===== src/design/indexed_list_engine_top_macros.svh =====
// ----------------------------------------------------------------------------
// indexed_list_engine_top_macros.svh
// Assertion macros shared by the indexed list engine RTL.
// ----------------------------------------------------------------------------
`ifndef INDEXED_LIST_ENGINE_TOP_MACROS_SVH
`define INDEXED_LIST_ENGINE_TOP_MACROS_SVH

// Same-cycle implication, checked on the rising clock edge outside reset.
`define ILE_ASSERT_NOW(label, ante, cons, msg) \
    label: assert property (@(posedge clk) disable iff (!rst_n) (ante) |-> (cons)) \
        else $error(msg);

// Next-cycle implication, checked on the rising clock edge outside reset.
`define ILE_ASSERT_NEXT(label, ante, cons, msg) \
    label: assert property (@(posedge clk) disable iff (!rst_n) (ante) |=> (cons)) \
        else $error(msg);

`endif


===== src/design/ile_pkg.sv =====
// ----------------------------------------------------------------------------
// ile_pkg
// Types and constants shared by the indexed list engine modules.
// ----------------------------------------------------------------------------
`default_nettype none

package ile_pkg;

    // List geometry.
    localparam int DEPTH      = 256;
    localparam int DATA_WIDTH = 32;
    localparam int IDX_W      = $clog2(DEPTH);
    localparam int CNT_W      = $clog2(DEPTH + 1);

    // Port field widths.
    localparam int CMD_W     = 3;
    localparam int POS_W     = 8;
    localparam int VAL_W     = 32;
    localparam int STAT_W    = 2;
    localparam int IN_DATA_W = 40;
    localparam int OUT_DATA_W = 56;

    // Command codes.
    typedef enum logic [CMD_W-1:0] {
        OP_APPEND = 3'd0,
        OP_INSERT = 3'd1,
        OP_READ   = 3'd2,
        OP_WRITE  = 3'd3,
        OP_FIND   = 3'd4,
        OP_ZERO   = 3'd5,
        OP_RESET  = 3'd6,
        OP_NOP    = 3'd7
    } ile_op_t;

    // Status codes.
    typedef enum logic [STAT_W-1:0] {
        STAT_OK    = 2'd0,
        STAT_FULL  = 2'd1,
        STAT_RANGE = 2'd2
    } ile_status_t;

    // Command broadcast to every cell while a token walks the row.
    typedef struct packed {
        ile_op_t               op;
        logic [IDX_W-1:0]      pos;
        logic [DATA_WIDTH-1:0] val;
        logic [CNT_W-1:0]      cnt;
    } ile_bcast_t;

    // Token handed from one cell to the next.
    typedef struct packed {
        logic                  act;
        logic [DATA_WIDTH-1:0] data;
        logic                  found;
        logic [IDX_W-1:0]      fidx;
    } ile_token_t;

endpackage

`default_nettype wire


===== src/design/ile_ctrl.sv =====
// ----------------------------------------------------------------------------
// ile_ctrl
// Command front end: checks the command against the count, launches a token
// into the cell row and packs the result word when the token leaves it.
// ----------------------------------------------------------------------------
`default_nettype none

module ile_ctrl (
    input  wire logic                               clk,
    input  wire logic                               rst_n,
    input  wire logic                               s_tvalid,
    output logic                                    s_tready,
    input  wire logic [ile_pkg::IN_DATA_W-1:0]      s_tdata,
    input  wire logic [ile_pkg::CMD_W-1:0]          s_tuser,
    output logic                                    m_tvalid,
    input  wire logic                               m_tready,
    output logic [ile_pkg::OUT_DATA_W-1:0]          m_tdata,
    output ile_pkg::ile_bcast_t                     bc,
    output ile_pkg::ile_token_t                     tok_launch,
    input  wire ile_pkg::ile_token_t                tok_exit
);

    typedef enum logic [2:0] {
        S_IDLE = 3'b001,
        S_WALK = 3'b010,
        S_DONE = 3'b100
    } ile_state_t;

    ile_state_t                         state_reg;
    ile_state_t                         state_next;
    logic [ile_pkg::CNT_W-1:0]          count_reg;
    logic [ile_pkg::CNT_W-1:0]          count_next;
    logic                               launch_reg;
    logic                               launch_next;
    logic                               m_tvalid_reg;
    logic                               m_tvalid_next;
    logic [ile_pkg::OUT_DATA_W-1:0]     m_tdata_reg;
    logic [ile_pkg::OUT_DATA_W-1:0]     m_tdata_next;
    ile_pkg::ile_bcast_t                bc_reg;
    ile_pkg::ile_bcast_t                bc_next;
    ile_pkg::ile_status_t               stat_reg;
    ile_pkg::ile_status_t               stat_next;
    logic [ile_pkg::DATA_WIDTH-1:0]     res_data_reg;
    logic                               res_found_reg;
    logic [ile_pkg::IDX_W-1:0]          res_fidx_reg;

    logic                               accept;
    logic                               out_free;
    ile_pkg::ile_op_t                   op_in;
    logic [ile_pkg::POS_W-1:0]          pos_in;
    logic [ile_pkg::CNT_W-1:0]          pos_c;
    logic                               full;
    logic [ile_pkg::VAL_W-1:0]          read_word;

    assign accept   = s_tvalid && (state_reg == S_IDLE);
    assign out_free = !m_tvalid_reg || m_tready;
    assign op_in    = ile_pkg::ile_op_t'(s_tuser);
    assign pos_in   = s_tdata[ile_pkg::POS_W-1:0];
    assign pos_c    = ile_pkg::CNT_W'(pos_in);
    assign full     = (count_reg == ile_pkg::CNT_W'(ile_pkg::DEPTH));

    // Check the command, settle the new count and the command the row sees.
    always_comb
    begin
        count_next = count_reg;
        stat_next  = stat_reg;
        bc_next    = bc_reg;
        if (accept)
        begin
            stat_next  = ile_pkg::STAT_OK;
            bc_next.op  = op_in;
            bc_next.pos = pos_in[ile_pkg::IDX_W-1:0];
            bc_next.val = s_tdata[ile_pkg::POS_W +: ile_pkg::DATA_WIDTH];
            bc_next.cnt = count_reg;
            unique case (op_in)
                ile_pkg::OP_APPEND:
                begin
                    if (full)
                    begin
                        stat_next  = ile_pkg::STAT_FULL;
                        bc_next.op = ile_pkg::OP_NOP;
                    end
                    else
                    begin
                        count_next = count_reg + 1'b1;
                    end
                end
                ile_pkg::OP_INSERT:
                begin
                    if (full)
                    begin
                        stat_next  = ile_pkg::STAT_FULL;
                        bc_next.op = ile_pkg::OP_NOP;
                    end
                    else if (pos_c > count_reg)
                    begin
                        stat_next  = ile_pkg::STAT_RANGE;
                        bc_next.op = ile_pkg::OP_NOP;
                    end
                    else
                    begin
                        count_next = count_reg + 1'b1;
                    end
                end
                ile_pkg::OP_READ, ile_pkg::OP_WRITE:
                begin
                    if (pos_c >= count_reg)
                    begin
                        stat_next  = ile_pkg::STAT_RANGE;
                        bc_next.op = ile_pkg::OP_NOP;
                    end
                end
                ile_pkg::OP_RESET:
                begin
                    count_next = '0;
                    bc_next.op = ile_pkg::OP_NOP;
                end
                ile_pkg::OP_FIND, ile_pkg::OP_ZERO, ile_pkg::OP_NOP:
                begin
                end
            endcase
        end
    end

    // Sequencer: wait for a word, walk the row, hand over the result.
    always_comb
    begin
        state_next    = state_reg;
        launch_next   = 1'b0;
        m_tvalid_next = m_tvalid_reg && !m_tready;
        m_tdata_next  = m_tdata_reg;
        unique case (state_reg)
            S_IDLE:
            begin
                if (accept)
                begin
                    state_next  = S_WALK;
                    launch_next = 1'b1;
                end
            end
            S_WALK:
            begin
                if (tok_exit.act)
                begin
                    state_next = S_DONE;
                end
            end
            S_DONE:
            begin
                if (out_free)
                begin
                    state_next    = S_IDLE;
                    m_tvalid_next = 1'b1;
                    m_tdata_next  = {
                        {(ile_pkg::OUT_DATA_W - 52){1'b0}},
                        stat_reg,
                        count_reg,
                        ile_pkg::POS_W'(res_fidx_reg),
                        res_found_reg,
                        read_word
                    };
                end
            end
            default:
            begin
                state_next = S_IDLE;
            end
        endcase
    end

    // Only a read that passed the range check carries an entry back.
    assign read_word = (bc_reg.op == ile_pkg::OP_READ) ?
                       ile_pkg::VAL_W'(res_data_reg) : '0;

    // Control registers.
    always_ff @(posedge clk or negedge rst_n)
    begin
        if (!rst_n)
        begin
            state_reg    <= S_IDLE;
            count_reg    <= '0;
            launch_reg   <= 1'b0;
            m_tvalid_reg <= 1'b0;
        end
        else
        begin
            state_reg    <= state_next;
            count_reg    <= count_next;
            launch_reg   <= launch_next;
            m_tvalid_reg <= m_tvalid_next;
        end
    end

    // Command, result and output payload.
    always_ff @(posedge clk)
    begin
        bc_reg      <= bc_next;
        stat_reg    <= stat_next;
        m_tdata_reg <= m_tdata_next;
        if (tok_exit.act)
        begin
            res_data_reg  <= tok_exit.data;
            res_found_reg <= tok_exit.found;
            res_fidx_reg  <= tok_exit.fidx;
        end
    end

    assign s_tready         = (state_reg == S_IDLE);
    assign m_tvalid         = m_tvalid_reg;
    assign m_tdata          = m_tdata_reg;
    assign bc               = bc_reg;
    assign tok_launch.act   = launch_reg;
    assign tok_launch.data  = '0;
    assign tok_launch.found = 1'b0;
    assign tok_launch.fidx  = '0;

endmodule

`default_nettype wire

===== config.mk =====
export PLATFORM = sky130hd
export DESIGN_NAME = ile_ctrl
export DESIGN_NICKNAME = d
export VERILOG_FILES = /design/src/design/indexed_list_engine_top_macros.svh /design/src/design/ile_pkg.sv /design/src/design/ile_ctrl.sv
export SDC_FILE = /design/constraint.sdc
export NUM_CORES = 1
export LEC_CHECK = 0
export ABC_AREA = 1
export BUFFER_PORTS_ARGS = -buffer_cell sky130_fd_sc_hd__buf_2
export CORE_UTILIZATION = 49
export CTS_BUF_LIST = sky130_fd_sc_hd__clkbuf_16
export DETAILED_ROUTE_END_ITERATION = 8
export GPL_ROUTABILITY_DRIVEN = 0
export GPL_TIMING_DRIVEN = 0
export MAX_ROUTING_LAYER = met4
export PLACE_DENSITY = 0.76
export SYNTH_ARGS = -nofsm -noshare
export SYNTH_HDL_FRONTEND = slang
export SYNTH_SLANG_ARGS = --single-unit

===== constraint.sdc =====
create_clock -name clk -period 4.35 [get_ports clk]
set_clock_uncertainty 0.05 [all_clocks]
set_input_delay 0.6525 -clock clk [delete_from_list [all_inputs] [get_ports clk]]
set_output_delay 0.6525 -clock clk [all_outputs]
set_load 0.05 [all_outputs]

Yosys cells after proc, flatten, opt, wreduce, memory -nomap -nowiden --
Index checks and enable logic that the tools add are counted.
Cells by class: $add $sub $neg 1, magnitude comparators 2, equality and inequality tests 15, multiplexer cells 22, reduce and logical (&&, ||, !) cells 11
Operators by type and width (number):
- two-way mux 9 bit | 3
- one-hot mux 9 bit (3 select lines) | 1
- two-way mux 3 bit | 7
- == test 3 x 2 -> 1 bit (second input constant) | 4
- one-hot mux 3 bit (4 select lines) | 1
- != test 2 bit (second input constant) | 5
- adder 9 x 1 -> 9 bit (second input constant) | 1
- == test 9 bit (second input constant) | 1
- greater-or-equal comparator 8 x 9 -> 1 bit | 1
- > comparator 8 x 9 -> 1 bit | 1
- one-hot mux 3 bit (3 select lines) | 1
- == test 3 x 1 -> 1 bit (second input constant) | 2
- == test 3 bit (second input constant) | 2
- two-way mux 2 bit | 3
- one-hot mux 2 bit (3 select lines) | 1
- two-way mux 1 bit | 5
- AND reduction 5 bit | 1
- logical NOT 3 bit | 1
- AND reduction 3 bit | 1
- nonzero test 3 bit | 1
- logical AND 1 bit | 2
- logical NOT 1 bit | 2
- != test 2 x 1 -> 1 bit (second input constant) | 1
- AND reduction 2 bit | 1
- 2 further kinds | 2
Word-level totals: flip-flop bits (word level) 161, bits of input ports 89, word-level logic and storage cells 65

Longest topological paths before layout --
depth after elaboration 4, gate-level depth with buffers 13

Worst setup path after synthesis --
OpenSTA, ideal clock, no wires.
path kind register to register, from register m_tvalid_reg, in the netlist m_tvalid, to register m_tdata_reg, in the netlist m_tdata[0], enable pin, library setup time 0.462 ns, arrival time 2.927 ns, data required time 3.838 ns, path slack 0.911 ns, cell stages (with the launch flop) 4, buffers on the path 0, cells stage by stage dfrtp_1 -> inv_1 -> nor2_1 -> nor2_1
On the way: cells in the longest elaborated chain, start to end 3
RTL lines:
- start: declaration | line ile_ctrl.sv:35 | logic m_tvalid_reg;
- start signal: assignment | line ile_ctrl.sv:190 | m_tvalid_reg <= m_tvalid_next;
- logical NOT 1 bit | line ile_ctrl.sv:56 | assign out_free = !m_tvalid_reg || m_tready;
- logical OR 1 bit | line ile_ctrl.sv:56
- AND reduction 2 bit (no source line)
- end signal: assignment | line ile_ctrl.sv:199 | m_tdata_reg <= m_tdata_next;
- end: declaration | line ile_ctrl.sv:37 | logic [ile_pkg::OUT_DATA_W-1:0] m_tdata_reg;
No other way between the ends. A chain may end at the register's enable or synchronous reset.

Worst setup path in the final report --
from register state_reg[0], to output port s_tready
On the way: cells in the longest elaborated chain, start to end 1
RTL lines:
- start: declaration | line ile_ctrl.sv:29 | ile_state_t state_reg;
- start signal: assignment | line ile_ctrl.sv:187 | state_reg <= state_next;
- == test 3 x 1 -> 1 bit | line ile_ctrl.sv:208 | assign s_tready = (state_reg == S_IDLE);
- end: declaration | line ile_ctrl.sv:12 | output logic s_tready,
No other way between the ends.

==> metrics.cfg <==
[timing]
fmax_mhz=457
rsz0062_at_grt=false
min_period_ns=2.19
setup-tns-final_ns=0
setup_violations=0
maxSlewHeadroom_pct=35.5
final_hold_viol_count=0
worstMarginPinSlew_ns=0.968
postLayoutSetupSlackWorst_ns=2.16
period_share_pct=50.3
slew_viol_final=0

[yosys]
syn_avg_cell_area_um2=14.0
synth_seq_cells=161
synth_cells=450
yosysTopAreaCell=edfxtp_1
synthTopCellsByArea=edfxtp_1 70%, buf_4 5.5%, dfrtp_1 5.2%
synth.distinct_cells=34
synth_edf_count=147
synth_ff_type=edfxtp_1
seq_area_frac_synth_pct=75.6
synth_area_um2=6300
synth_top_area_share_pct=70.0
synthArstFlopShare_pct=8.70
yosys-top-cells-count=147 x edfxtp_1, 63 x nand2_1, 60 x inv_1
yosys.cell_count.top_type=edfxtp_1
yosys_warnings=0

[global_route]
grt_usage_pct=19.2
antenna_found_initial=0
overflow=0
grt_max_degree=48
grt_pass1_vias=3738
grt_pass1_wl_um=18200

[placed_design]
dpl.hpwl_um=9000
dp_slack_ns=2.23
io_buffers=195
dp.cells=863
place_area_um2=7710

[die]
fp.dieW_um=115
die-area_um2=13300
io_pins=241
die_h_um=115
initial_core_util_pct=50.2
core-area_um2=12600
std_cell_rows=41

[cts]
clockBufferDepth=2
clkTransAtPathRegs_ns=0.06
cts_tree=yes
cts_buffers=17
root_buffer=clkbuf_16
cts_setup_buffers=0
clock_latency_ns=0.42
htreeDepth=4
clock-sinks=161
cts_hold_buffers=0
cts_resized=0

[pwr]
power_density_nw_per_um2=566
vdd_drop_max_mv=0.325
leakagePower_nw=3.82

[worst_setup_path]
crit_path_end_kind=output pin
crit_type=flop to output pin
cp.arrival_ns=1.48
path_max_fanout=3
cp.required_ns=3.65
start_kind=flop

[detailed_routing]
wl_um=12200
drtAntennaViolNets=0
vias_per_cell=4.43
num_vias=3966
wl_met1_um=4960
routed-wl-met2_um=6200
drtIter0Drc=321
drcViolationCount=0
first_pass_iters=4
post_drt_wl_per_cell_um=13.7
highest_layer=met4
wl_met3_um=943

[cells_and_area]
design_area_um2=8250
fin_util_pct=65.7
fillers=929
nets=809
multiInputGateArea_um2=1070
drive_gt1_share_pct=40.7
antennaDiodeCount=0
area_growth_pct=30.9
stdcell_count=895
seqCellArea_um2=4770

[job]
maxCapViolCount=0

[worst_hold_path]
holdCritPathClass=input pin to async pin

[status]
outcome=completed

final cells by class:
class	instances	area share, %
buffer	53	4.76
multi-input combinational	215	13.0
timing repair buffer	197	12.3
clock buffer	17	5.16
sequential	161	57.8
tap	172	2.61
clock inverter	15	1.43
inverter	65	2.96
cells in the final DEF (no fill, tap or decap), drive strengths merged, types with 7 or more instances in the layout:
master  Yosys  layout
nand3      11      11
dfrtp      13      13
buf        50     247
nand2      65      65
nor3        7       7
conb        1      45
clkinv      0       7
ha         10      10
nand4      12      12
inv        65      70
edfxtp    147     147
clkbuf      3      20
nor2       51      51
worst paths after layout:
kind	from	end	slack, ns	depth (start not counted)
min in group clk	tok_exit[27]	res_data_reg[18]$_DFFE_PP_	0.36	1
max	state_reg[0]$_DFFE_PN1P_	s_tready	2.16	3
max reg2reg	count_reg[4]$_DFFE_PN0P_	bc[51]$_DFFE_PP_	2.39	10
min reg2reg	res_fidx_reg[5]$_DFFE_PP_	m_tdata[38]$_DFFE_PP_	0.37	0
min	rst_n	launch_reg$_DFF_PN0_	0.08	1
max in group asynchronous	rst_n	state_reg[0]$_DFFE_PN1P_	3.87	1
per-stage QoR:
step                hold slack [ns]  total power, mW
floorplan                     0.307             3.04
global placement              0.351             3.31
detailed placement            0.355             3.35
CTS                          0.0763             4.71
global route                 0.0904             4.85
finish                       0.0797             4.67
routing by layer:
layer | vias to the layer above | GRT usage (%)
met5 | - | -
met4 | 0 | 6.93
li1 | 1944 | -
met1 | 1818 | 22.3
met2 | 190 | 31.4
met3 | 14 | 6.12
logic make-up (layout without fill, tap and decap cells):
| logic type | Yosys count | in the layout | share of synthesized area, % |
|---|---|---|---|
| and+or+nand+nor | 149 | 149 | 11.1 |
| AOI/OAI and AO/OA | 9 | 9 | 0.873 |
| xor gates and xnor gates | 2 | 2 | 0.278 |
| DFF | 161 | 161 | 75.6 |
| buffers and inverters | 118 | 347 | 10.1 |
| adders and majority gates | 10 | 10 | 1.98 |
| other | 1 | 45 | 0.0595 |
critical path, cell delays in order (launching register included):
cell and delay, ns:
dfstp_2 0.53, inv_1 0.06, nor3_4 0.17, buf_2 0.31
report_power, final:
group          switching (mW)  internal [mW]  leakage (nW)  total, mW
Clock                   0.583          0.782         0.266       1.36
Sequential             0.0821           1.98          1.57       2.06
Combinational           0.979          0.270          1.98       1.25
Total                    1.64           3.03          3.82       4.67
No activity file was read; power rests on OpenSTA's default activity.
