<file path="src/design/indexed_list_engine_top_macros.svh">
// ----------------------------------------------------------------------------
// indexed_list_engine_top_macros.svh
// Assertion macros shared by the indexed list engine RTL.
// ----------------------------------------------------------------------------
`ifndef INDEXED_LIST_ENGINE_TOP_MACROS_SVH
`define INDEXED_LIST_ENGINE_TOP_MACROS_SVH

// Same-cycle implication, checked on the rising clock edge outside reset.
`define ILE_ASSERT_NOW(label, ante, cons, msg) \
    label: assert property (@(posedge clk) disable iff (!rst_n) (ante) |-> (cons)) \
        else $error(msg);

// Next-cycle implication, checked on the rising clock edge outside reset.
`define ILE_ASSERT_NEXT(label, ante, cons, msg) \
    label: assert property (@(posedge clk) disable iff (!rst_n) (ante) |=> (cons)) \
        else $error(msg);

`endif

</file>
<file path="src/design/ile_pkg.sv">
// ----------------------------------------------------------------------------
// ile_pkg
// Types and constants shared by the indexed list engine modules.
// ----------------------------------------------------------------------------
`default_nettype none

package ile_pkg;

    // List geometry.
    localparam int DEPTH      = 256;
    localparam int DATA_WIDTH = 32;
    localparam int IDX_W      = $clog2(DEPTH);
    localparam int CNT_W      = $clog2(DEPTH + 1);

    // Port field widths.
    localparam int CMD_W     = 3;
    localparam int POS_W     = 8;
    localparam int VAL_W     = 32;
    localparam int STAT_W    = 2;
    localparam int IN_DATA_W = 40;
    localparam int OUT_DATA_W = 56;

    // Command codes.
    typedef enum logic [CMD_W-1:0] {
        OP_APPEND = 3'd0,
        OP_INSERT = 3'd1,
        OP_READ   = 3'd2,
        OP_WRITE  = 3'd3,
        OP_FIND   = 3'd4,
        OP_ZERO   = 3'd5,
        OP_RESET  = 3'd6,
        OP_NOP    = 3'd7
    } ile_op_t;

    // Status codes.
    typedef enum logic [STAT_W-1:0] {
        STAT_OK    = 2'd0,
        STAT_FULL  = 2'd1,
        STAT_RANGE = 2'd2
    } ile_status_t;

    // Command broadcast to every cell while a token walks the row.
    typedef struct packed {
        ile_op_t               op;
        logic [IDX_W-1:0]      pos;
        logic [DATA_WIDTH-1:0] val;
        logic [CNT_W-1:0]      cnt;
    } ile_bcast_t;

    // Token handed from one cell to the next.
    typedef struct packed {
        logic                  act;
        logic [DATA_WIDTH-1:0] data;
        logic                  found;
        logic [IDX_W-1:0]      fidx;
    } ile_token_t;

endpackage

`default_nettype wire

</file>
<file path="src/design/ile_cell.sv">
// ----------------------------------------------------------------------------
// ile_cell
// One list entry with its token stage: applies the broadcast command to its
// own entry when the token passes and hands the token to the next cell.
// ----------------------------------------------------------------------------
`default_nettype none

module ile_cell (
    input  wire logic                            clk,
    input  wire logic                            rst_n,
    input  wire logic [ile_pkg::IDX_W-1:0]       cell_index,
    input  wire ile_pkg::ile_bcast_t             bc,
    input  wire ile_pkg::ile_token_t             tok_in,
    output ile_pkg::ile_token_t                  tok_out
);

    logic [ile_pkg::DATA_WIDTH-1:0] entry_reg;
    logic [ile_pkg::DATA_WIDTH-1:0] entry_next;
    logic                           act_reg;
    logic [ile_pkg::DATA_WIDTH-1:0] data_reg;
    logic [ile_pkg::DATA_WIDTH-1:0] data_next;
    logic                           found_reg;
    logic                           found_next;
    logic [ile_pkg::IDX_W-1:0]      fidx_reg;
    logic [ile_pkg::IDX_W-1:0]      fidx_next;
    logic [ile_pkg::CNT_W-1:0]      idx_c;
    logic                           pos_hit;

    assign idx_c   = ile_pkg::CNT_W'(cell_index);
    assign pos_hit = (cell_index == bc.pos);

    // Command applied to this entry while the token sits at the cell input.
    always_comb
    begin
        entry_next = entry_reg;
        data_next  = tok_in.data;
        found_next = tok_in.found;
        fidx_next  = tok_in.fidx;
        if (tok_in.act)
        begin
            unique case (bc.op)
                ile_pkg::OP_APPEND:
                begin
                    if (idx_c == bc.cnt)
                    begin
                        entry_next = bc.val;
                    end
                end
                ile_pkg::OP_INSERT:
                begin
                    // The new value lands here, or the entry below moves up.
                    if (pos_hit)
                    begin
                        entry_next = bc.val;
                        data_next  = entry_reg;
                    end
                    else if ((cell_index > bc.pos) && (idx_c <= bc.cnt))
                    begin
                        entry_next = tok_in.data;
                        data_next  = entry_reg;
                    end
                end
                ile_pkg::OP_READ:
                begin
                    if (pos_hit)
                    begin
                        data_next = entry_reg;
                    end
                end
                ile_pkg::OP_WRITE:
                begin
                    if (pos_hit)
                    begin
                        entry_next = bc.val;
                    end
                end
                ile_pkg::OP_FIND:
                begin
                    // Only the first match along the row is recorded.
                    if (!tok_in.found && (idx_c < bc.cnt) && (entry_reg == bc.val))
                    begin
                        found_next = 1'b1;
                        fidx_next  = cell_index;
                    end
                end
                ile_pkg::OP_ZERO:
                begin
                    if (idx_c < bc.cnt)
                    begin
                        entry_next = '0;
                    end
                end
                ile_pkg::OP_RESET, ile_pkg::OP_NOP:
                begin
                end
            endcase
        end
    end

    // Token presence bit.
    always_ff @(posedge clk or negedge rst_n)
    begin
        if (!rst_n)
        begin
            act_reg <= 1'b0;
        end
        else
        begin
            act_reg <= tok_in.act;
        end
    end

    // Entry and token payload.
    always_ff @(posedge clk)
    begin
        entry_reg <= entry_next;
        data_reg  <= data_next;
        found_reg <= found_next;
        fidx_reg  <= fidx_next;
    end

    assign tok_out.act   = act_reg;
    assign tok_out.data  = data_reg;
    assign tok_out.found = found_reg;
    assign tok_out.fidx  = fidx_reg;

endmodule

`default_nettype wire

</file>
<file path="config.mk">
export PLATFORM = sky130hd
export DESIGN_NAME = ile_cell
export DESIGN_NICKNAME = d
export VERILOG_FILES = /design/src/design/indexed_list_engine_top_macros.svh /design/src/design/ile_pkg.sv /design/src/design/ile_cell.sv
export SDC_FILE = /design/constraint.sdc
export NUM_CORES = 1
export LEC_CHECK = 0
export ABC_AREA = 1
export BUFFER_PORTS_ARGS = -buffer_cell sky130_fd_sc_hd__buf_4
export CORE_ASPECT_RATIO = 1.5
export CORE_UTILIZATION = 40
export DETAILED_ROUTE_END_ITERATION = 12
export GPL_TIMING_DRIVEN = 0
export PLACE_DENSITY_LB_ADDON = 0.05
export SLEW_MARGIN = 20
export SYNTH_ARGS = -nofsm -noshare
export SYNTH_HDL_FRONTEND = slang
export SYNTH_SLANG_ARGS = --single-unit
</file>
<file path="constraint.sdc">
create_clock -name clk -period 1.5 [get_ports clk]
set_clock_uncertainty 0.05 [all_clocks]
set_input_delay 0.375 -clock clk [delete_from_list [all_inputs] [get_ports clk]]
set_output_delay 0.375 -clock clk [all_outputs]
set_load 0.005 [all_outputs]
</file>
# Word-level counts from Yosys, hierarchy flattened
# Cells that the tools add are included.
# word_totals
wordCells,44
out_inout_bits,42
inputBits,104
register_bits,74
# op_classes
n_lt_le_gt_ge,3
eq_ne,12
n_mux,17
reduce_logical,7
# op_table
operator,n
two-way mux 32 bit,9
case mux 32 bit (4 select lines),1
case mux 32 bit (2 select lines),1
equality test 32 bit,1
two-way mux 8 bit,3
equality test 8 x 9 -> 1 bit,1
<= comparator 8 x 9 -> 1 bit,1
less-than comparator 8 x 9 -> 1 bit,1
equality test 8 bit,1
greater-than comparator 8 bit,1
"equality test 3 x 2 -> 1 bit, second input constant",2
"equality test 3 bit, second input constant",2
"!= test 2 bit, second input constant",3
AND reduction 6 bit,1
nonzero test 4 bit,1
"equality test 3 x 1 -> 1 bit, second input constant",1
logical AND 1 bit,3
zero test 3 bit,1
two-way mux 1 bit,3
"!= test 3 bit, second input constant",1
zero test 1 bit,1

# Logic depth before layout (Yosys ltp)
# Gate-level depths: netlist of the first run.
# depth
depth_word,6
depth_mapped,17

# Least setup slack after synthesis of the first run
# Ideal clock, no wire load.
# synth_timing
path_kind,input to register
start,in bc[48] (netlist bit)
end,reg entry_reg[0] (netlist bit) (enable)
arrival_ns,2.207
required_ns,1.063
cell_stages,11
setup_slack_ns,-1.144
setup_ns,0.387
path_cell_list,inv_1 -> ha_1 -> nand2_1 -> nor2_1 -> nand2_1 -> buf_2 -> a31oi_1 -> nand2_1 -> a21oi_1 -> o21ai_0 -> inv_1
# synth_via
elab_chain_len,4
word_cells_on_any_way,6
# synth_rtl
element,line,text
start: declaration,ile_cell.sv:12,"input wire ile_pkg::ile_bcast_t bc,"
greater-than comparator 8 bit,ile_cell.sv:57,else if ((cell_index > bc.pos) && (idx_c <= bc.cnt))
logical AND 1 bit,ile_cell.sv:57,
!= test 3 bit (no line),--,
AND reduction 6 bit (no line) (*),--,
end signal: assignment,ile_cell.sv:116,entry_reg <= entry_next;
end: declaration,ile_cell.sv:17,logic [ile_pkg::DATA_WIDTH-1:0] entry_reg;
# Every way passes the cells marked *; elsewhere a longest branch is shown, timed or not.
# A chain may end at the register's enable or synchronous reset.

# Final worst setup path of the first run
# layout_timing
start,in cell_index[5] (netlist bit)
end,reg entry_reg[2] (netlist bit) (enable)
# layout_via
elab_chain_len,4
word_cells_on_any_way,11
# layout_rtl
element,line,text
start: declaration,ile_cell.sv:11,"input wire logic [ile_pkg::IDX_W-1:0] cell_index,"
<= comparator 8 x 9 -> 1 bit / greater-than comparator 8 bit (equally long branches),ile_cell.sv:57,
logical AND 1 bit,ile_cell.sv:57,
!= test 3 bit (no line),--,
AND reduction 6 bit (no line) (*),--,
# Marks and branches as above.

==> results of run 1 <==
[routing by layer]
metal	GRT usage	vias up
met1	0.315	2714
met3	0.0554	72
met5	0	-
li1	-	2856
met4	0.172	0
met2	0.519	280
[stage by stage]
step / utilization / setup WS [ns] / total power [uW] / area, um2 / TNS [ns]
after detailed placement: 0.529 / -1.71 / 3750 / 6590 / -104.96
final: 0.663 / -0.542 / 6580 / 8260 / -39.72
after floorplan: - / -0.948 / 3090 / 5300 / -46.61
after global routing: 0.663 / -0.600 / 6810 / 8260 / -47.90
after CTS: 0.606 / -0.520 / 6260 / 7540 / -31.71
after global placement: 0.529 / -1.67 / 3730 / 6590 / -101.63
[worst min path at each step]
stage	startpoint	endpoint	depth (start not counted)
floorplan	rst_n	act_reg	0
global placement	rst_n	act_reg	1
detailed placement	rst_n	act_reg	1
CTS	tok_in[41]	act_reg	1
global route	tok_in[41]	act_reg	1
finish	tok_in[41]	act_reg	1
[cell type report]
| type | count | share of cell area |
|---|---|---|
| flip-flops and latches | 74 | 0.219 |
| well taps | 156 | 0.0236 |
| repair inverters | 1 | 0.000909 |
| inverters | 99 | 0.0541 |
| plain buffers | 35 | 0.0397 |
| clock buffers | 14 | 0.0383 |
| multi-input cells | 568 | 0.422 |
| repair buffers | 180 | 0.201 |
| clock inverters | 2 | 0.00136 |
[repair_timing]
action	CTS	global route
pin swaps	18	27
hold endpoints to repair	1	0
cloned	5	6
gates resized for setup	112	140
hold buffers	1	0
setup endpoints to repair	105	105
buffers inserted	16	10
[power breakdown]
part / switching (uW) / internal (uW)
combinational: 984 / 895
sequential: 71.5 / 2270
clock: 898 / 1460
[cell usage in the layout (no fill, tap or decap), types with 32 or more instances in the layout]
cell	synthesis	routed
o211ai_1	37	37
a21oi_2	9	34
nor2_1	72	36
buf_4	5	154
edfxtp_1	32	32
inv_1	94	53
dfxtp_1	41	41
nand2_1	305	283
inv_2	4	36
nor2_4	3	39
[kinds of logic after synthesis]
family	synth area share
adder cells (fa/ha/maj)	0.0391
AND/OR/NAND/NOR	0.319
buffers and inverters	0.110
flip-flops	0.353
AO/OA/AOI/OAI	0.159
XOR/XNOR	0.0188
[synthesized netlist by cell type (all sizes together)]
master,n
nand2,308
inv,99
nor2,77
a21oi,66
dfxtp,41
o211ai,37
edfxtp,32
buf,24
o21ai,18
ha,16
nand3,13
clkbuf,12
xnor2,6
xor2,5
nor3,4
o22ai,4
nand4,3
o2111ai,3
or2,2
a211oi,1
a21boi,1
a31oi,1
dfrtp,1
nand3b,1
o21a,1
==> summary.md, run 1 <==
| Metric | Value |
|---|---|
| CORE AREA | `0.0124 mm2` |
| F_max | `approximately 500 MHz` |
| Die Area | `0.0133 mm2` |
| Share of the clock period used by the worst path | `1.36` |
| Via density | `5.25` |
| Post-synthesis sequential area ratio | `0.353` |
| Global Route Usage Sum | `0.293` |
| CTS tree | `built` |
| Most frequent CP cell | `nand2_4` |
| Failing checks | `setup timing` |
| Antenna viol nets, final | `0` |
| Register area | `0.00181 mm2` |
| Final setup fails | `105` |
| Initial Util | `0.411` |
| IO Port Bufs | `145` |
| Critical path peak fanout | `4` |
| FP Rows | `50` |
| PwrDens | `797 mW/mm2` |
| Mapped Area | `around 0.0051 mm2` |
| Area growth from synthesis to layout | `61.4%` |
| First-pass GRT wire length | `28900 um` |
| Post-synth top area cell | `nand2_1` |
| Reg-to-reg startpoint | `entry_reg[13]` |
| DR DRC count | `0` |
| Slowest-stage cell, CP | `ha_4` |
| Hold WC Path Type | `primary input to flip-flop` |
| Iteration-0 DRC Markers | `338` |
| H-tree levels | `3` |
| Drt first pass iters | `6` |
| Actual slew at the worst max-slew pin | `0.673 ns` |
| Max_cap viols | `0` |
| Fin nets | `1088` |
| Syn_nets | `896` |
| Fin cells | `roughly 1100` |
| Clk_lat worst skew | `0.34 ns` |
| Met2 wire length | `10500 um` |
| Metal-1 WL | `7050 um` |
| R2R depth | `9` |
| Inst Count DP | `~1100` |
| Critical Path End | `entry_reg[2]` |
| GPL Wtd Cong | `approximately 0.93` |
| Sinks on Clock Net | `74` |
| Synth unique cells | `39` |
| Final worst setup slack | `-0.542 ns` |
| Wire length per cell | `between 15 and 20 um` |
| Final WL | `20100 um` |
| Reg-to-Reg End | `fidx_reg[6]` |
| Met3 WL | `1360 um` |
| Fin crit period | `2.04 ns` |
| Post-synth top area share | `0.224` |
| Synthesized instance count | `776` |
| Layout cells sized above 1 | `0.406` |
| Flop and latch count out of synthesis | `74` |
| Clock transition at the registers of the reported paths | `around 0.060 ns` |
| Crit. path cell count | `13` |
| Leak Pwr | `slightly below 0.004 uW` |
| Worst Path Buf+Inv | `4` |
| DIE WIDTH | `94.3 um` |
| Final Hold Fails | `0` |
| RSZ-0062 raised after global routing | `yes` |
| Synthesis Warnings | `0` |
| Worst path cell trace | `buf_6 > ha_4 > nand2_4 > nor2_4 > nand3_2 > nand3_4 > nand2_2 > nand2_4 > nand2_8 > buf_8 > o21ai_4 > clkinvlp_4 > clkbuf_16` |
| Setup slack, reg-to-reg | `-0.40 ns` |
| Worst slew margin | `0.548` |
| Die Y | `141 um` |
| Via count | `5922` |
| IO Pins | `146` |
| Maximum VDD drop | `0.573 mV` |
| Multi-input combinational cell area | `0.00348 mm2` |
| Area contributors post-synth | `nand2_1, edfxtp_1, dfxtp_1` |
| Worst path top cell family by delay | `buffers and inverters` |
| Largest net degree at the start of global routing | `13` |
| Highest layer used for signal routing | `met4` |
| Final HPWL DP | `roughly 13000 um` |
| Crit path required time | `1.56 ns` |
| Mean Syn Cell Area | `6.59 um2` |
| WS Path Type | `primary input to flip-flop` |
| CP startpoint | `cell_index[5]` |
| Initial antenna violation count | `0` |
| Crit path capture type | `flip-flop` |
| Ant diodes | `0` |
| CTS buffer count | `9` |
| Root buf cell | `clkbuf_16` |
| Fill count | `between 1000 and 1500` |
| Grt total ovfl | `0` |
| Number of global-route vias before repair | `5697` |
| Longest Clk Path Bufs | `2` |
| Hold WS | `around 0.097 ns` |
| CP peak stage delay | `0.26 ns` |
| CP Data Arrival Time | `between 2 and 2.5 ns` |
| Status | `finished with violations` |
| Max Slew Vio Count | `0` |
| Critical path startpoint category | `primary input` |
No activity file was read; power rests on OpenSTA's default activity.
==> run 2, diff against run 1 <==
--- a/config.mk
+++ b/config.mk
@@ -11,6 +11,7 @@
 export CORE_UTILIZATION = 40
 export DETAILED_ROUTE_END_ITERATION = 12
 export GPL_TIMING_DRIVEN = 0
+export HOLD_SLACK_MARGIN = 0.12
 export PLACE_DENSITY_LB_ADDON = 0.05
 export SLEW_MARGIN = 20
 export SYNTH_ARGS = -nofsm -noshare
==> summary.md, run 2 (same netlist as run 1, synthesis figures left out) <==
| Metric | Value |
|---|---|
| Longest Clk Path Bufs | `2 (unchanged)` |
| Slowest-stage cell, CP | `ha_4` |
| Crit path capture type | `flip-flop` |
| Switching portion of total power | `0.297 (about the same)` |
| Share of the clock period used by the worst path | `1.37 (+0.00615)` |
| CORE AREA | `0.0124 mm2 (unchanged)` |
| CTS tree | `built` |
| Antenna viol nets, final | `0 (unchanged)` |
| Iteration-0 DRC Markers | `371 (+9.8%)` |
| Max_cap viols | `0 (unchanged)` |
| Sinks on Clock Net | `74 (unchanged)` |
| DP Area | `0.00659 mm2 (unchanged)` |
| Clk_lat worst skew | `0.34 ns (about the same)` |
| Fill count | `1068 (-0.094%)` |
| Max Slew Vio Count | `0 (unchanged)` |
| Grt total ovfl | `0 (unchanged)` |
| Final setup fails | `105 (unchanged)` |
| Sequential Power Share | `0.356 (about the same)` |
| GPL Wtd Cong | `0.928 (unchanged)` |
| Final WL | `20100 um (+0.34%)` |
| WS Path Type | `primary input to flip-flop` |
| Actual slew at the worst max-slew pin | `0.662 ns (-0.0104 ns)` |
| Fin nets | `1089 (+0.092%)` |
| Hold Startpoint | `tok_in[7]` |
| Gate power share | `0.285 (about the same)` |
| Fin crit period | `2.05 ns (+0.00922 ns)` |
| Final HPWL DP | `13300 um (unchanged)` |
| PwrDens | `796 mW/mm2 (about the same)` |
| Metal-1 WL | `7090 um (+0.48%)` |
| Worst Path Buf+Inv | `4 (unchanged)` |
| F_max | `487 MHz (-0.45%)` |
| Critical path peak fanout | `4 (unchanged)` |
| DIE WIDTH | `94.3 um (unchanged)` |
| Clock transition at the registers of the reported paths | `0.06 ns (about the same)` |
| RSZ-0062 raised after global routing | `yes` |
| IO Port Bufs | `145 (unchanged)` |
| Post-Place Setup Slack | `-1.71 ns (unchanged)` |
| Number of global-route vias before repair | `5697 (unchanged)` |
| R2R depth | `9 (unchanged)` |
| Initial Util | `0.411 (unchanged)` |
| Failing checks | `setup timing` |
| CTS buffer count | `9 (unchanged)` |
| Ant diodes | `0 (unchanged)` |
| Hold Path Sink | `fidx_reg[7]` |
| Drt first pass iters | `5 (-1)` |
| Via density | `5.26 (+0.25%)` |
| Area growth from synthesis to layout | `61.6%` |
| Reg-to-reg startpoint | `entry_reg[13]` |
| Met3 WL | `1400 um (+3.1%)` |
| Sw Pwr | `1950 uW (about the same)` |
| Leak Pwr | `0.00394 uW (+0.33%)` |
| Final Instance Area | `0.00827 mm2 (+0.12%)` |
| Final worst setup slack | `-0.552 ns (-0.00922 ns)` |
| Critical path startpoint category | `primary input` |
| Setup slack, reg-to-reg | `-0.39 ns (about the same)` |
| CP peak stage delay | `0.26 ns (about the same)` |
| Die Y | `141 um (unchanged)` |
| Total power | `6580 uW (about the same)` |
| Most frequent cells in the layout | `nand2_1, buf_4, inv_1` |
| Largest net degree at the start of global routing | `13 (unchanged)` |
| Status | `finished with violations` |
| DR DRC count | `0 (unchanged)` |
| FP Rows | `50 (unchanged)` |
| Wire length per cell | `17.8 um (+0.25%)` |
| Clk pwr share | `0.358 (about the same)` |
| Crit path required time | `1.56 ns (about the same)` |
| Root buf cell | `clkbuf_16` |
| Global Route Usage Sum | `0.293 (unchanged)` |
| Most common library cell in the layout ignoring fill and taps | `nand2_1` |
| Final Hold Fails | `0 (unchanged)` |
| Initial antenna violation count | `0 (unchanged)` |
| Worst path top cell family by delay | `buffers and inverters` |
| Met2 wire length | `10400 um (-0.43%)` |
| Maximum VDD drop | `0.580 mV (+1.3%)` |
| Most frequent CP cell | `nand2_4` |
| First-pass GRT wire length | `28900 um (about the same)` |
| Layout cells sized above 1 | `0.397 (-0.00863)` |
| H-tree levels | `3 (unchanged)` |
| Via count | `5942 (+0.34%)` |
| Die Area | `0.0133 mm2 (unchanged)` |
| CP Data Arrival Time | `2.11 ns (about the same)` |
| Worst slew margin | `0.558 (+0.00995)` |
| Hold Crit Depth | `3 (+2)` |
| Highest layer used for signal routing | `met4` |
| Int Pwr | `4630 uW (about the same)` |
| Reg-to-Reg End | `fidx_reg[6]` |
| Worst path cell trace | `buf_6 > ha_4 > nand2_4 > nor2_4 > nand3_2 > nand3_4 > nand2_2 > nand2_4 > nand2_8 > buf_8 > o21ai_4 > clkinvlp_4 > clkbuf_16` |
| Hold WC Path Type | `primary input to flip-flop` |
| IO Pins | `146 (unchanged)` |
## run 2: changes by cell type in the layout (fill, tap and decap cells not counted), sizes merged
cell	previous run	this run
dlygate4sd3	1	2
## run 2: power by group through the flow
| stage | Clock [uW] | Combinational (uW) | Sequential, uW |
|---|---|---|---|
| 2_1_floorplan | 0 | 712 | 2380 |
| 3_3_place_gp | 0 | 1350 | 2380 |
| 3_5_place_dp | 0 | 1370 | 2380 |
| 4_1_cts | 2360 | 1560 | 2340 |
| 5_1_grt | 2430 | 2020 | 2360 |
| 6_report | 2360 | 1880 | 2340 |
## run 2: area by class of cell
| cell class | instances | area [um2] | share of cell area |
|---|---|---|---|
| multi-input cells | 568 | 3480 | 0.421 |
| flip-flops and latches | 74 | 1810 | 0.219 |
| repair buffers | 181 | 1670 | 0.202 |
| inverters | 99 | 447 | 0.0540 |
| plain buffers | 35 | 328 | 0.0397 |
| clock buffers | 14 | 317 | 0.0383 |
| well taps | 156 | 195 | 0.0236 |
| clock inverters | 2 | 11.3 | 0.00136 |
| repair inverters | 1 | 7.51 | 0.000908 |
## run 2: what timing repair did
action,in CTS,in global routing
gates resized for setup,112,132
setup endpoints to repair,105,105
hold buffers,2,0
setup buffers,16,10
pin swaps,18,27
gates cloned,5,6
endpoints found under the hold margin,2,0
## run 2: stage by stage
| step | util | TNS [ns] | hold slack (ns) | std cells |
|---|---|---|---|---|
| 6_report | 0.664 | -39.65 | 0.172 | 1130 |
| 5_1_grt | 0.664 | -48.03 | 0.195 | 1130 |
| 4_1_cts | 0.607 | -31.71 | 0.168 | 1116 |
| 3_5_place_dp | 0.529 | -104.96 | 0.102 | 1077 |
| 3_3_place_gp | 0.529 | -101.63 | 0.100 | 1077 |
| 2_1_floorplan | - | -46.61 | 0.0294 | 776 |
## run 2: worst reg2reg max path, cell delays in order, from the launching register on
cell and delay (ns):
edfxtp_1 0.40, inv_1 0.11, or2_2 0.12, o2111ai_1 0.09
nor3_1 0.30, nand3_1 0.21, nor2_4 0.25, nand2_4 0.12
nand2_1 0.10, nand2_1 0.05
## run 2: worst max path at each step
stage                             start            end  slack (ns)  depth (start not counted)
after floorplan                   bc[7]   entry_reg[0]       -0.95                         12
after global placement            bc[7]  entry_reg[20]       -1.67                         13
after detailed placement          bc[7]  entry_reg[20]       -1.71                         13
after CTS                 cell_index[6]  entry_reg[16]       -0.52                         13
after global routing      cell_index[6]   entry_reg[2]       -0.60                         13
final                     cell_index[5]   entry_reg[2]       -0.55                         13
## run 2: per-layer routing
metal / up-vias / GRT usage
li1: 2855 / -
met1: 2719 / 0.315
met2: 296 / 0.519
met3: 72 / 0.0554
met4: 0 / 0.172
met5: - / 0
